## src/sv/osa_edit_distance_defines.svh

```systemverilog
// Assertion macros shared by the osa_edit_distance RTL.
// Depends on nothing; users supply clk_i and rst_ni in scope.
`ifndef OSA_EDIT_DISTANCE_DEFINES_SVH
`define OSA_EDIT_DISTANCE_DEFINES_SVH

// Same-cycle implication, checked out of reset.
`define OSA_ASSERT_NOW(label, ante, cons, msg) \
  label: assert property (@(posedge clk_i) disable iff (!rst_ni) (ante) |-> (cons)) \
    else $error(msg);

// Next-cycle implication, checked out of reset.
`define OSA_ASSERT_NEXT(label, ante, cons, msg) \
  label: assert property (@(posedge clk_i) disable iff (!rst_ni) (ante) |=> (cons)) \
    else $error(msg);

`endif

```

## src/sv/osa_pkg.sv

```systemverilog
// Shared types and constants for the osa_edit_distance block.
// No dependencies.
`default_nettype none

package osa_pkg;

  localparam int OSA_MAX_LEN    = 32;
  localparam int OSA_CHAR_WIDTH = 16;

  localparam int KIND_W     = 2;
  localparam int CH_FIELD_W = 16;
  localparam int DIST_W     = 6;

  localparam logic [KIND_W-1:0] KIND_FIRST  = 2'd0;
  localparam logic [KIND_W-1:0] KIND_SECOND = 2'd1;
  localparam logic [KIND_W-1:0] KIND_END    = 2'd2;

  localparam logic [DIST_W-1:0] DIST_SAT = 6'd63;

  typedef struct packed {
    logic [KIND_W-1:0]     kind;
    logic [CH_FIELD_W-1:0] ch;
  } osa_in_t;

  typedef struct packed {
    logic [DIST_W-1:0] distance;
    logic              overflow;
  } osa_out_t;

  // Token handed from one cell to the next along the row.
  typedef struct packed {
    logic go;   // cell fired in the previous cycle
    logic eq;   // its first-word char matched the current second-word char
  } osa_ctl_t;

  typedef enum logic {
    ST_IDLE,
    ST_SWEEP
  } osa_state_e;

endpackage

`default_nettype wire

```

## src/sv/osa_cell.sv

```systemverilog
// One cell of the systolic row: holds one first-word char and two table entries.
// Depends on osa_pkg.
`default_nettype none

module osa_cell
  import osa_pkg::*;
#(
  parameter int IDX = 1,
  parameter int DW  = 6,
  parameter int CW  = OSA_CHAR_WIDTH
) (
  input  wire logic          clk_i,
  input  wire logic          rst_ni,
  input  wire logic          clr_i,
  input  wire logic          en_i,
  input  wire logic          wr_i,
  input  wire logic [CW-1:0] wr_ch_i,
  input  wire logic [CW-1:0] b_i,
  input  wire logic [CW-1:0] prevb_i,
  input  wire logic          jgt1_i,
  input  wire osa_ctl_t      left_ctl_i,
  input  wire logic [DW-1:0] left_prev_i,
  input  wire logic [DW-1:0] left_diag_i,
  input  wire logic [DW-1:0] left_op2_i,
  input  wire logic [DW-1:0] left_relay_i,
  output osa_ctl_t           ctl_o,
  output logic [DW-1:0]      prev_o,
  output logic [DW-1:0]      diag_o,
  output logic [DW-1:0]      op2_o,
  output logic [DW-1:0]      relay_o
);

  localparam logic [DW-1:0] IdxVal = DW'(IDX);

  logic [CW-1:0] ch_q;
  logic [DW-1:0] prev_q, prev2_q, op2_q, relay_q;
  osa_ctl_t      ctl_q, ctl_d;
  logic          fire;
  logic [DW:0]   sub_c, del_c, ins_c, tr_c, m1, m2, v;
  logic          tr_ok;

  assign fire = left_ctl_i.go & en_i;

  always_comb begin
    sub_c = {1'b0, left_diag_i} + ((ch_q == b_i) ? (DW+1)'(0) : (DW+1)'(1));
    del_c = {1'b0, prev_q} + (DW+1)'(1);
    ins_c = {1'b0, left_prev_i} + (DW+1)'(1);
    tr_c  = {1'b0, left_relay_i} + (DW+1)'(1);
    tr_ok = jgt1_i & left_ctl_i.eq & (ch_q == prevb_i);
    m1    = (del_c < ins_c) ? del_c : ins_c;
    m2    = (sub_c < m1) ? sub_c : m1;
    v     = (tr_ok && (tr_c < m2)) ? tr_c : m2;
    ctl_d.go = fire;
    ctl_d.eq = (ch_q == b_i);
  end

  always_ff @(posedge clk_i or negedge rst_ni) begin
    if (!rst_ni) begin
      prev_q  <= IdxVal;
      prev2_q <= IdxVal;
      ctl_q   <= '0;
    end else if (clr_i) begin
      prev_q  <= IdxVal;
      prev2_q <= IdxVal;
      ctl_q   <= '0;
    end else begin
      ctl_q <= ctl_d;
      if (fire) begin
        prev2_q <= prev_q;
        prev_q  <= v[DW-1:0];  // distance never exceeds MAX_LEN
      end
    end
  end

  always_ff @(posedge clk_i) begin
    if (wr_i) begin
      ch_q <= wr_ch_i;
    end
    if (fire) begin
      op2_q   <= prev2_q;
      relay_q <= left_op2_i;
    end
  end

  assign ctl_o   = ctl_q;
  assign prev_o  = prev_q;
  assign diag_o  = prev2_q;
  assign op2_o   = op2_q;
  assign relay_o = relay_q;

endmodule

`default_nettype wire

```

## src/sv/osa_edit_distance.sv

```systemverilog
// Optimal string alignment (restricted Damerau-Levenshtein) distance engine.
// First-word chars load one per cycle, while no sweep runs, into a row of MAX_LEN
// cells. Each second-word char launches a token that walks the row one cell per
// cycle, and the block takes no new request until the walk is done. First-word
// chars, overflowed chars and end requests start no walk. An end request emits
// {distance, overflow} through an output register and clears the block, and is
// held off while a walk runs or while a previous result waits.
// Depends on osa_pkg and osa_edit_distance_defines.svh.
`default_nettype none

`include "osa_edit_distance_defines.svh"

module osa_edit_distance
  import osa_pkg::*;
#(
  parameter int MAX_LEN    = OSA_MAX_LEN,
  parameter int CHAR_WIDTH = OSA_CHAR_WIDTH
) (
  input  wire logic    clk_i,
  input  wire logic    rst_ni,
  input  wire logic    in_valid_i,
  output logic         in_ready_o,
  input  wire osa_in_t in_data_i,
  output logic         out_valid_o,
  input  wire logic    out_ready_i,
  output osa_out_t     out_data_o
);

  localparam int DW   = $clog2(MAX_LEN + 1);
  localparam int ChIn = (CHAR_WIDTH < CH_FIELD_W) ? CHAR_WIDTH : CH_FIELD_W;
  localparam logic [DW-1:0] MaxLenVal = DW'(MAX_LEN);

  osa_state_e state_q, state_d;
  logic [DW-1:0] cnt_q, cnt_d;
  logic [DW-1:0] first_len_q, second_len_q;
  logic [CHAR_WIDTH-1:0] prev_ch_q, b_q, prevb_q, ch_c;
  logic ovf_q, go_q, out_valid_q;
  osa_out_t out_data_q;

  logic acc, is_first, is_second, is_end, launch, clr;
  logic [DW+5:0] dext;
  logic [DW-1:0] dsel;

  osa_ctl_t      ctl   [0:MAX_LEN];
  logic [DW-1:0] prev  [0:MAX_LEN];
  logic [DW-1:0] diag  [0:MAX_LEN];
  logic [DW-1:0] op2   [0:MAX_LEN];
  logic [DW-1:0] relay [0:MAX_LEN];

  assign ch_c = CHAR_WIDTH'(in_data_i.ch[ChIn-1:0]);

  assign in_ready_o = (state_q == ST_IDLE) &&
                      ((in_data_i.kind != KIND_END) || !out_valid_q || out_ready_i);
  assign acc = in_valid_i & in_ready_o;

  always_comb begin
    is_first  = 1'b0;
    is_second = 1'b0;
    is_end    = 1'b0;
    unique case (in_data_i.kind)
      KIND_FIRST:  is_first  = 1'b1;
      KIND_SECOND: is_second = 1'b1;
      KIND_END:    is_end    = 1'b1;
      default:     ;
    endcase
  end

  assign launch = acc & is_second & (second_len_q < MaxLenVal);
  assign clr    = acc & is_end;

  // Column 0 of the table acts as the left neighbor of cell 1.
  assign ctl[0]   = '{go: go_q, eq: 1'b0};
  assign prev[0]  = second_len_q;
  assign diag[0]  = second_len_q - DW'(1);
  assign op2[0]   = second_len_q - DW'(2);
  assign relay[0] = '0;

  for (genvar k = 1; k <= MAX_LEN; k++) begin : g_cell
    osa_cell #(
      .IDX (k),
      .DW  (DW),
      .CW  (CHAR_WIDTH)
    ) u_cell (
      .clk_i        (clk_i),
      .rst_ni       (rst_ni),
      .clr_i        (clr),
      .en_i         (first_len_q >= DW'(k)),
      .wr_i         (acc && is_first && (second_len_q == '0) &&
                     (first_len_q == DW'(k - 1))),
      .wr_ch_i      (ch_c),
      .b_i          (b_q),
      .prevb_i      (prevb_q),
      .jgt1_i       (second_len_q > DW'(1)),
      .left_ctl_i   (ctl[k-1]),
      .left_prev_i  (prev[k-1]),
      .left_diag_i  (diag[k-1]),
      .left_op2_i   (op2[k-1]),
      .left_relay_i (relay[k-1]),
      .ctl_o        (ctl[k]),
      .prev_o       (prev[k]),
      .diag_o       (diag[k]),
      .op2_o        (op2[k]),
      .relay_o      (relay[k])
    );
  end

  assign dsel = prev[first_len_q];
  assign dext = (DW+6)'(dsel);

  always_comb begin
    state_d = state_q;
    cnt_d   = cnt_q;
    unique case (state_q)
      ST_IDLE: begin
        if (launch && (first_len_q != '0)) begin
          state_d = ST_SWEEP;
          cnt_d   = first_len_q;
        end
      end
      ST_SWEEP: begin
        cnt_d = cnt_q - DW'(1);
        if (cnt_q == DW'(1)) begin
          state_d = ST_IDLE;
        end
      end
      default: state_d = ST_IDLE;
    endcase
  end

  always_ff @(posedge clk_i or negedge rst_ni) begin
    if (!rst_ni) begin
      state_q <= ST_IDLE;
      cnt_q   <= '0;
    end else begin
      state_q <= state_d;
      cnt_q   <= cnt_d;
    end
  end

  always_ff @(posedge clk_i or negedge rst_ni) begin
    if (!rst_ni) begin
      first_len_q  <= '0;
      second_len_q <= '0;
      prev_ch_q    <= '0;
      ovf_q        <= 1'b0;
      go_q         <= 1'b0;
      out_valid_q  <= 1'b0;
    end else begin
      go_q <= launch;
      if (clr) begin
        first_len_q  <= '0;
        second_len_q <= '0;
        prev_ch_q    <= '0;
        ovf_q        <= 1'b0;
        out_valid_q  <= 1'b1;
      end else begin
        if (out_ready_i) begin
          out_valid_q <= 1'b0;
        end
        if (acc && is_first && (second_len_q == '0)) begin
          if (first_len_q == MaxLenVal) begin
            ovf_q <= 1'b1;
          end else begin
            first_len_q <= first_len_q + DW'(1);
          end
        end
        if (acc && is_second) begin
          if (launch) begin
            second_len_q <= second_len_q + DW'(1);
            prev_ch_q    <= ch_c;
          end else begin
            ovf_q <= 1'b1;
          end
        end
      end
    end
  end

  always_ff @(posedge clk_i) begin
    if (launch) begin
      b_q     <= ch_c;
      prevb_q <= prev_ch_q;
    end
    if (clr) begin
      out_data_q.distance <= (dext > (DW+6)'(DIST_SAT)) ? DIST_SAT : dext[DIST_W-1:0];
      out_data_q.overflow <= ovf_q;
    end
  end

  assign out_valid_o = out_valid_q;
  assign out_data_o  = out_data_q;

  `OSA_ASSERT_NOW(a_sweep_blocks, state_q == ST_SWEEP, !in_ready_o,
    "request accepted during a column sweep")
  `OSA_ASSERT_NOW(a_cnt_range, state_q == ST_SWEEP,
    (cnt_q != '0) && (cnt_q <= first_len_q), "sweep counter out of range")
  `OSA_ASSERT_NEXT(a_end_clears, clr,
    out_valid_o && (first_len_q == '0) && (second_len_q == '0) && !ovf_q,
    "end request did not emit a result and clear the lengths")
  `OSA_ASSERT_NEXT(a_first_locked, acc && is_first && (second_len_q != '0),
    $stable(first_len_q), "first word grew after the second word started")

endmodule

`default_nettype wire

```

## config.mk

```make
export PLATFORM = sky130hd
export DESIGN_NAME = osa_edit_distance
export DESIGN_NICKNAME = d
export VERILOG_FILES = /design/src/sv/osa_pkg.sv /design/src/sv/osa_cell.sv /design/src/sv/osa_edit_distance.sv
export VERILOG_INCLUDE_DIRS = /design/src /design/src/sv
export SDC_FILE = /design/constraint.sdc
export NUM_CORES = 2
export LEC_CHECK = 0
export BUFFER_PORTS_ARGS = -buffer_cell sky130_fd_sc_hd__buf_2
export CORE_MARGIN = 8
export CORE_UTILIZATION = 25
export CTS_CLUSTER_DIAMETER = 200
export DETAILED_ROUTE_END_ITERATION = 16
export PLACE_DENSITY = 0.48
export SYNTH_ARGS = -nofsm -noshare
export SYNTH_HDL_FRONTEND = slang
export SYNTH_SLANG_ARGS = --single-unit
export TNS_END_PERCENT = 5
```

## constraint.sdc

```tcl
create_clock -name clk_i -period 6.1 [get_ports clk_i]
set_clock_uncertainty 0.15 [all_clocks]
set_input_delay 1.22 -clock clk_i [delete_from_list [all_inputs] [get_ports clk_i]]
set_output_delay 1.22 -clock clk_i [all_outputs]
set_load 0.05 [all_outputs]
```

# Yosys cells after proc, flatten, opt, wreduce, memory -nomap -nowiden

Cells that the tools add are included.

Flip-flop bits (word level): 1,395
Input port bits: 22
Output and inout bits: 9
Logic and storage cells: 1,087

$add $sub $neg: 101
Magnitude comparators: 131
Equal/unequal tests: 101
Mux-type cells: 311
Bitwise gates (word level): 100
Reduce and logical (&&, ||, !) cells: 113

Operators with widths:

| kind                                                                   | count |
|---|---|
| 16-bit equality test                                                   | 63 |
| 6-bit 2-to-1 mux                                                       | 167 |
| 7-bit < comparator                                                     | 95 |
| 6-bit by 1-bit adder with 7-bit output (second input constant)         | 64 |
| 7-bit 2-to-1 mux                                                       | 63 |
| 6-bit by 7-bit adder with 7-bit output                                 | 31 |
| 1-bit bitwise AND                                                      | 98 |
| 6-bit by 5-bit equality test with 1-bit output (second input constant) | 16 |
| 6-bit by 5-bit >= comparator with 1-bit output (second input constant) | 16 |
| 2-bit nonzero test                                                     | 36 |
| 1-bit logical AND                                                      | 68 |
| 2-bit 2-to-1 mux                                                       | 31 |
| 6-bit by 4-bit equality test with 1-bit output (second input constant) | 8 |
| 6-bit by 4-bit >= comparator with 1-bit output (second input constant) | 8 |
| 16-bit 2-to-1 mux                                                      | 3 |
| 1-bit 2-to-1 mux                                                       | 44 |
| 6-bit binary-select mux with 6-bit select                              | 1 |
| 6-bit by 3-bit equality test with 1-bit output (second input constant) | 4 |
| 6-bit by 3-bit >= comparator with 1-bit output (second input constant) | 4 |
| 6-bit by 1-bit adder with 6-bit output (second input constant)         | 2 |
| 6-bit by 1-bit equality test with 1-bit output (second input constant) | 2 |
| 6-bit by 2-bit equality test with 1-bit output (second input constant) | 2 |
| 6-bit by 2-bit >= comparator with 1-bit output (second input constant) | 2 |
| 6-bit zero test                                                        | 2 |
| other kinds (23)                                                       | 27 |

# Longest topological paths before layout

Depth in word-level cells: 11
Depth in mapped cells: 32
Depth with buffers taken out: 29

# Hierarchy

Synthesis repeated with hierarchy kept, for this count alone.

Cells, all modules: 9,099
Area, all modules: 95,607.9 um^2

Modules (own cells, without submodules):

| module                       | times used | cells an instance | area each (um^2) | seq. area each (um^2) |
|---|---|---|---|---|
| osa_edit_distance            | 1          | 586               | 5,502.8          | 2,122.0 |
| osa_cell (g_cell[26].u_cell) | 1          | 274               | 2,879.0          | 1,198.6 |
| osa_cell (g_cell[30].u_cell) | 1          | 275               | 2,879.0          | 1,201.2 |
| osa_cell (g_cell[7].u_cell)  | 1          | 272               | 2,874.0          | 1,198.6 |
| osa_cell (g_cell[6].u_cell)  | 1          | 273               | 2,865.2          | 1,196.1 |
| osa_cell (g_cell[19].u_cell) | 1          | 271               | 2,861.5          | 1,198.6 |
| osa_cell (g_cell[18].u_cell) | 1          | 281               | 2,856.5          | 1,196.1 |
| osa_cell (g_cell[27].u_cell) | 1          | 268               | 2,855.2          | 1,201.2 |
| osa_cell (g_cell[16].u_cell) | 1          | 269               | 2,854.0          | 1,193.6 |
| osa_cell (g_cell[11].u_cell) | 1          | 271               | 2,851.5          | 1,198.6 |
| osa_cell (g_cell[12].u_cell) | 1          | 271               | 2,847.7          | 1,196.1 |
| osa_cell (g_cell[28].u_cell) | 1          | 269               | 2,847.7          | 1,198.6 |
| osa_cell (g_cell[2].u_cell)  | 1          | 261               | 2,845.2          | 1,193.6 |
| osa_cell (g_cell[10].u_cell) | 1          | 272               | 2,836.5          | 1,196.1 |
| +19 rows                     | --         | --                | --               | -- |

# Worst setup path before layout

OpenSTA, ideal clock, no wires.

Kind: register to register
Start point: register g_cell[11].u_cell.prev_q[0]
End point: register g_cell[12].u_cell.prev_q[0]
Arrival time: 6,293 ps
Required time: 5,828 ps
Setup slack: -464 ps
Stages on the path, launching flop included: 29
Path through: dfstp_2 ha_1 inv_1 ha_1 a21oi_1 maj3_1 maj3_1 maj3_1 o21ai_1 buf_4 nand2_1 o21ai_0 ha_1 a21oi_1 nor2b_1 o21ai_0 nand2b_1 o41ai_1 buf_2 nand2b_1 nand2_1 ha_1 and3_1 a2111oi_0 nand4_1 or4b_2 o21ai_2 mux2i_1 nor2_1

Word-level cells in the longest chain between the ends: 10

Ends and longest elaborated chain:

| element                                  | RTL line       | source |
|---|---|---|
| start, declared                          | osa_cell.sv:36 | `logic [DW-1:0] prev_q, prev2_q, op2_q, relay_q;` |
| start signal, assigned                   | osa_cell.sv:59 | `prev_q <= IdxVal;` |
| start signal, assigned                   | osa_cell.sv:63 | `prev_q <= IdxVal;` |
| start signal, assigned                   | osa_cell.sv:70 | `prev_q <= v[DW-1:0];` |
| 6-bit by 1-bit adder with 7-bit output * | osa_cell.sv:47 | `ins_c = {1'b0, left_prev_i} + (DW+1)'(1);` |
| 7-bit < comparator                       | osa_cell.sv:50 | `m1 = (del_c < ins_c) ? del_c : ins_c;` |
| 7-bit 2-to-1 mux *                       | osa_cell.sv:50 |  |
| 7-bit < comparator                       | osa_cell.sv:51 | `m2 = (sub_c < m1) ? sub_c : m1;` |
| 7-bit 2-to-1 mux *                       | osa_cell.sv:51 |  |
| 7-bit < comparator                       | osa_cell.sv:52 | `v = (tr_ok && (tr_c < m2)) ? tr_c : m2;` |
| 1-bit logical AND                        | osa_cell.sv:52 |  |
| 6-bit 2-to-1 mux *                       | osa_cell.sv:52 |  |
| 6-bit 2-to-1 mux *                       | osa_cell.sv:68 | `if (fire) begin` |
| 6-bit 2-to-1 mux *                       | osa_cell.sv:62 | `end else if (clr_i) begin` |
| end signal, assigned                     | osa_cell.sv:59 |  |
| end signal, assigned                     | osa_cell.sv:63 |  |
| end signal, assigned                     | osa_cell.sv:70 |  |
| end, declared                            | osa_cell.sv:36 |  |

Mark *: on every way between the ends. The rest lies on a longest branch, timed or not. The select of a mux whose other input is x is not followed.
A chain may end at the register's enable or synchronous reset.

# Final worst setup path

Start point: register g_cell[11].u_cell.prev_q[0]
End point: register g_cell[12].u_cell.prev_q[1]

Same word-level chain as after synthesis.

==> impl_metrics.csv <==
group,metric,value,unit
yosys,yosys.area.top_type,"edfxtp_1",
clocking,htreeDepth,4,
sta,finalCritPeriodShare,102,%
floorplan,initial_core_util,25.0,%
pwr,switching_power,12.1,mW
clocking,cts_inserted_buffers,173,
critical_path,crit_family,"adder cells",
yosys,syn-num-nets,9155,
pwr,p_leak,45.2,nW
clocking,insertion_delay,880,ps
routing,routed_wl,335000,um
routing,routedWlPerCell,23.0,um
yosys,synth_top_area_share,31.0,%
global_routing,grt_pass1_wl,487000,um
clocking,root_buffer,"clkbuf_16",
global_routing,grtUsageTotal,17.1,%
critical_path,regToRegStartpoint,"g_cell[11].u_cell.prev_o[0]$_DFFE_PN1P_",
sta,fin_crit,6250,ps
yosys,ys_types,125,
layout,area_growth,26.9,%
yosys,synth_edf_count,917,
layout,drive_above_1_share,24.8,%
critical_path,rr_endpoint,"g_cell[12].u_cell.prev_o[1]$_DFFE_PN0P_",
worst_hold_path,holdPathStages,0,
floorplan,rows,219,
job,drv_cap,0,
worst_hold_path,min_to,"g_cell[11].u_cell.relay_o[5]$_DFFE_PP_",
global_routing,met2_usage,27.9,%
routing,num_vias,72007,
global_routing,grt_max_degree,109,
pwr,p_total,34.4,mW
critical_path,cp-start-kind,"register",
routing,firstDrtPassIters,5,
yosys,synth-async-reset-ratio,34.3,%
critical_path,worstSetupPathType,"register to register",
layout,nets,10246,
critical_path,ff2ff_setup_slack,-150,ps
critical_path,required,6640,ps
pwr,combinationalPowerShare,37.3,%
yosys,ys_seq_elements,1395,
pwr,p_seq_share,31.2,%
sta,max_freq,160,MHz
global_routing,grt_overflow,0,
status,status,"finished, violations left",
pwr,peakVddDrop,0.000267,V
global_routing,antenna_found_initial,26,
floorplan,io_pins,31,
critical_path,worst_path_most_repeated_cell,"buf_4",
place,place_congestion,0.887,
global_routing,use_met1,23.3,%
pwr,power-per-cell-area,305,nW/um^2
critical_path,endpoint_kind,"register",
sta,timing.final.hold_violations,0,
yosys,synthFlopType,"edfxtp_1",
sta,drv_slew,0,
critical_path,r2r_cells,31,
yosys,syn_inst,8545,
yosys,synth.area.top_cells,"edfxtp_1 31%, dfrtp_1 8.9%, xor2_1 8.7%",
critical_path,worst_ep_arrival_time,6780,ps
floorplan,die_area,374000,sq um
routing,viasPerCell,4.95,
routing,antenna_left,0,
sta,slew_headroom,4.50,%
sta,rsz0062_at_grt,"true",
yosys,synth_area,88800,sq um
clocking,cts_buffer_depth,4,
pwr,power_frac_clock,31.5,%
place,dp.cells,14059,
yosys,syn_area_per_cell,10.4,sq um
sta,setup_violations,40,
clocking,hold_buffers,0,
routing,remaining_drc_errors,0,
critical_path,cp_slowest_stage_delay,620,ps
critical_path,slowest_stage,"or4b_4",
global_routing,use_met3,2.58,%
floorplan,die_y,612,um
critical_path,worst-path-max-fanout,5,
sta,worst_pin_slew,1430,ps
critical_path,cp_num_buf_inv,13,
sta,fin_ws,-146,ps
clocking,path_clk_slew,60,ps
worst_hold_path,holdCritPathClass,"register to register",
clocking,cts_sinks,1395,
global_routing,grt.busiest_layer,"met2",
yosys,yosys_warnings,0,
layout,layoutNonFillerInstCount,14541,
floorplan,die_x,612,um
yosys,synth-seq-area-share,44.7,%
routing,first_iter_violations,6253,
pwr,p_int,22.3,mW
worst_hold_path,hold_path_startpoint,"g_cell[10].u_cell.op2_o[5]$_DFFE_PP_",
clocking,cts_tree,"yes",
place,port_buffers,30,
status,violations,"negative setup slack",
global_routing,grt_pass1_vias,72341,
floorplan,core,355000,sq um
place,dpl.hpwl,235000,um
pwr,p_sw_share,35.1,%
-- per-layer routing --
metal	vias to the layer above	wire (um)
met3	594	21100
met2	2346	153000
met4	10	12500
li1	33030	-
met1	36027	149000
met5	-	66
-- what timing repair did --
item                       CTS  global route
resized for setup          395           355
buffers inserted            92            52
setup endpoints to repair  182           185
gates cloned                 5             4
pin swaps                  159           208
-- through the flow --
stage	area (sq um)	util (%)	TNS [ps]	worst slack, ps	hold slack, ps
4_1_cts	110000	31.1	-1540	-77.0	205
6_report	113000	31.8	-2120	-146	215
3_5_place_dp	102000	28.8	-68550	-978	255
2_1_floorplan	88900	-	-187	-47.7	250
3_3_place_gp	102000	28.8	-52970	-983	253
5_1_grt	113000	31.8	-27300	-421	243
-- power by group through the flow --
stage / Sequential (mW) / Clock, mW / Combinational [mW]
final: 10.7 / 10.8 / 12.8
after CTS: 10.7 / 11.1 / 12.1
after floorplan: 10.7 / 0 / 6.76
after global placement: 10.9 / 0 / 11.2
after detailed placement: 10.9 / 0 / 11.3
after global routing: 10.8 / 11.4 / 13.9
-- state kept, by name, summed over array words and instances (netlist names), 6 cells and up --
| name | count |
|---|---|
| b_q | 16 |
| cnt_q | 6 |
| first_len_q | 6 |
| g_cell.u_cell.ch_q | 512 |
| g_cell.u_cell.ctl_o | 62 |
| g_cell.u_cell.diag_o | 186 |
| g_cell.u_cell.op2_o | 180 |
| g_cell.u_cell.prev_o | 192 |
| g_cell.u_cell.relay_o | 186 |
| out_data_o | 7 |
| prev_ch_q | 16 |
| prevb_q | 16 |
| second_len_q | 6 |
-- synth_stat cells, drive strengths merged, types with 21 or more instances --
master and n:
nand2b 77, inv 349, nand2 840, o31ai 34
nor3 95, a221oi 24, maj3 27, nor2 469
mux4 60, nor4 192, buf 166, nand4 191
ha 588, xnor2 569, o21ai 342, clkbuf 197
dfrtp 317, nand3 490, edfxtp 917, o211ai 47
or3 40, mux2i 190, o21a 43, dfstp 161
xor2 884, a31oi 49, or2 21, a2111oi 26
mux2 69, nor2b 44, and3 140, a21oi 463
a211oi 46, a21o 79
-- worst max path at each step --
stage	startpoint	endpoint	slack, ps	cells after the start
finish	g_cell[11].u_cell.prev_o[0]$_DFFE_PN1P_	g_cell[12].u_cell.prev_o[1]$_DFFE_PN0P_	-150	31
CTS	b_q[8]$_DFFE_PP_	g_cell[24].u_cell.prev_o[1]$_DFFE_PN0P_	-80	32
detailed placement	b_q[4]$_DFFE_PP_	g_cell[2].u_cell.prev_o[0]$_DFFE_PN0P_	-980	26
floorplan	g_cell[9].u_cell.prev_o[0]$_DFFE_PN1P_	g_cell[9].u_cell.prev_o[0]$_DFFE_PN1P_	-50	26
global placement	b_q[4]$_DFFE_PP_	g_cell[2].u_cell.prev_o[0]$_DFFE_PN0P_	-980	26
global route	g_cell[10].u_cell.prev_o[0]$_DFFE_PN0P_	g_cell[11].u_cell.prev_o[2]$_DFFE_PN0P_	-420	29
-- final cells by class --
| type | instances | area (sq um) |
|---|---|---|
| Clock buffer | 219 | 4700 |
| Multi-Input combinational cell | 6431 | 49400 |
| Timing Repair Buffer | 1276 | 10300 |
| Fill cell | 36078 | 242000 |
| Antenna cell | 11 | 27.5 |
| Sequential cell | 1395 | 39700 |
| Tap cell | 4751 | 5940 |
| Clock inverter | 99 | 1160 |
| Inverter | 359 | 1360 |
-- logic make-up after synthesis --
| kind of cell | count (synthesis) | share of synthesized area, % |
|---|---|---|
| buffers and inverters | 722 | 3.19 |
| DFF | 1395 | 44.7 |
| AOI/OAI and AO/OA | 1349 | 9.84 |
| and+or+nand+nor | 2692 | 14.7 |
| muxes | 319 | 4.57 |
| adders and majority gates | 615 | 8.61 |
| xor gates and xnor gates | 1453 | 14.4 |
-- worst register-to-register path, delay by kind of cell (launching register included) --
family / cells / cell delay (ps)
fa+ha+maj: 6 / 1650
buf+inv: 13 / 1550
simple gates: 5 / 1280
compound gates: 7 / 890
flops: 1 / 560
-- cells in the final DEF, fill, tap and decap left out, types with 137 or more instances in the layout --
master     count
clkbuf_16    178
o21ai_0      197
nand2_1      836
buf_4       1135
ha_1         528
edfxtp_1     917
xor2_1       865
inv_1        340
and3_1       137
nand3_1      457
nand4_1      191
dfstp_2      161
dfrtp_1      313
a21oi_1      369
nor2_1       450
mux2i_1      147
xnor2_1      546
Note: power is estimated with default switching activity, not from simulation.
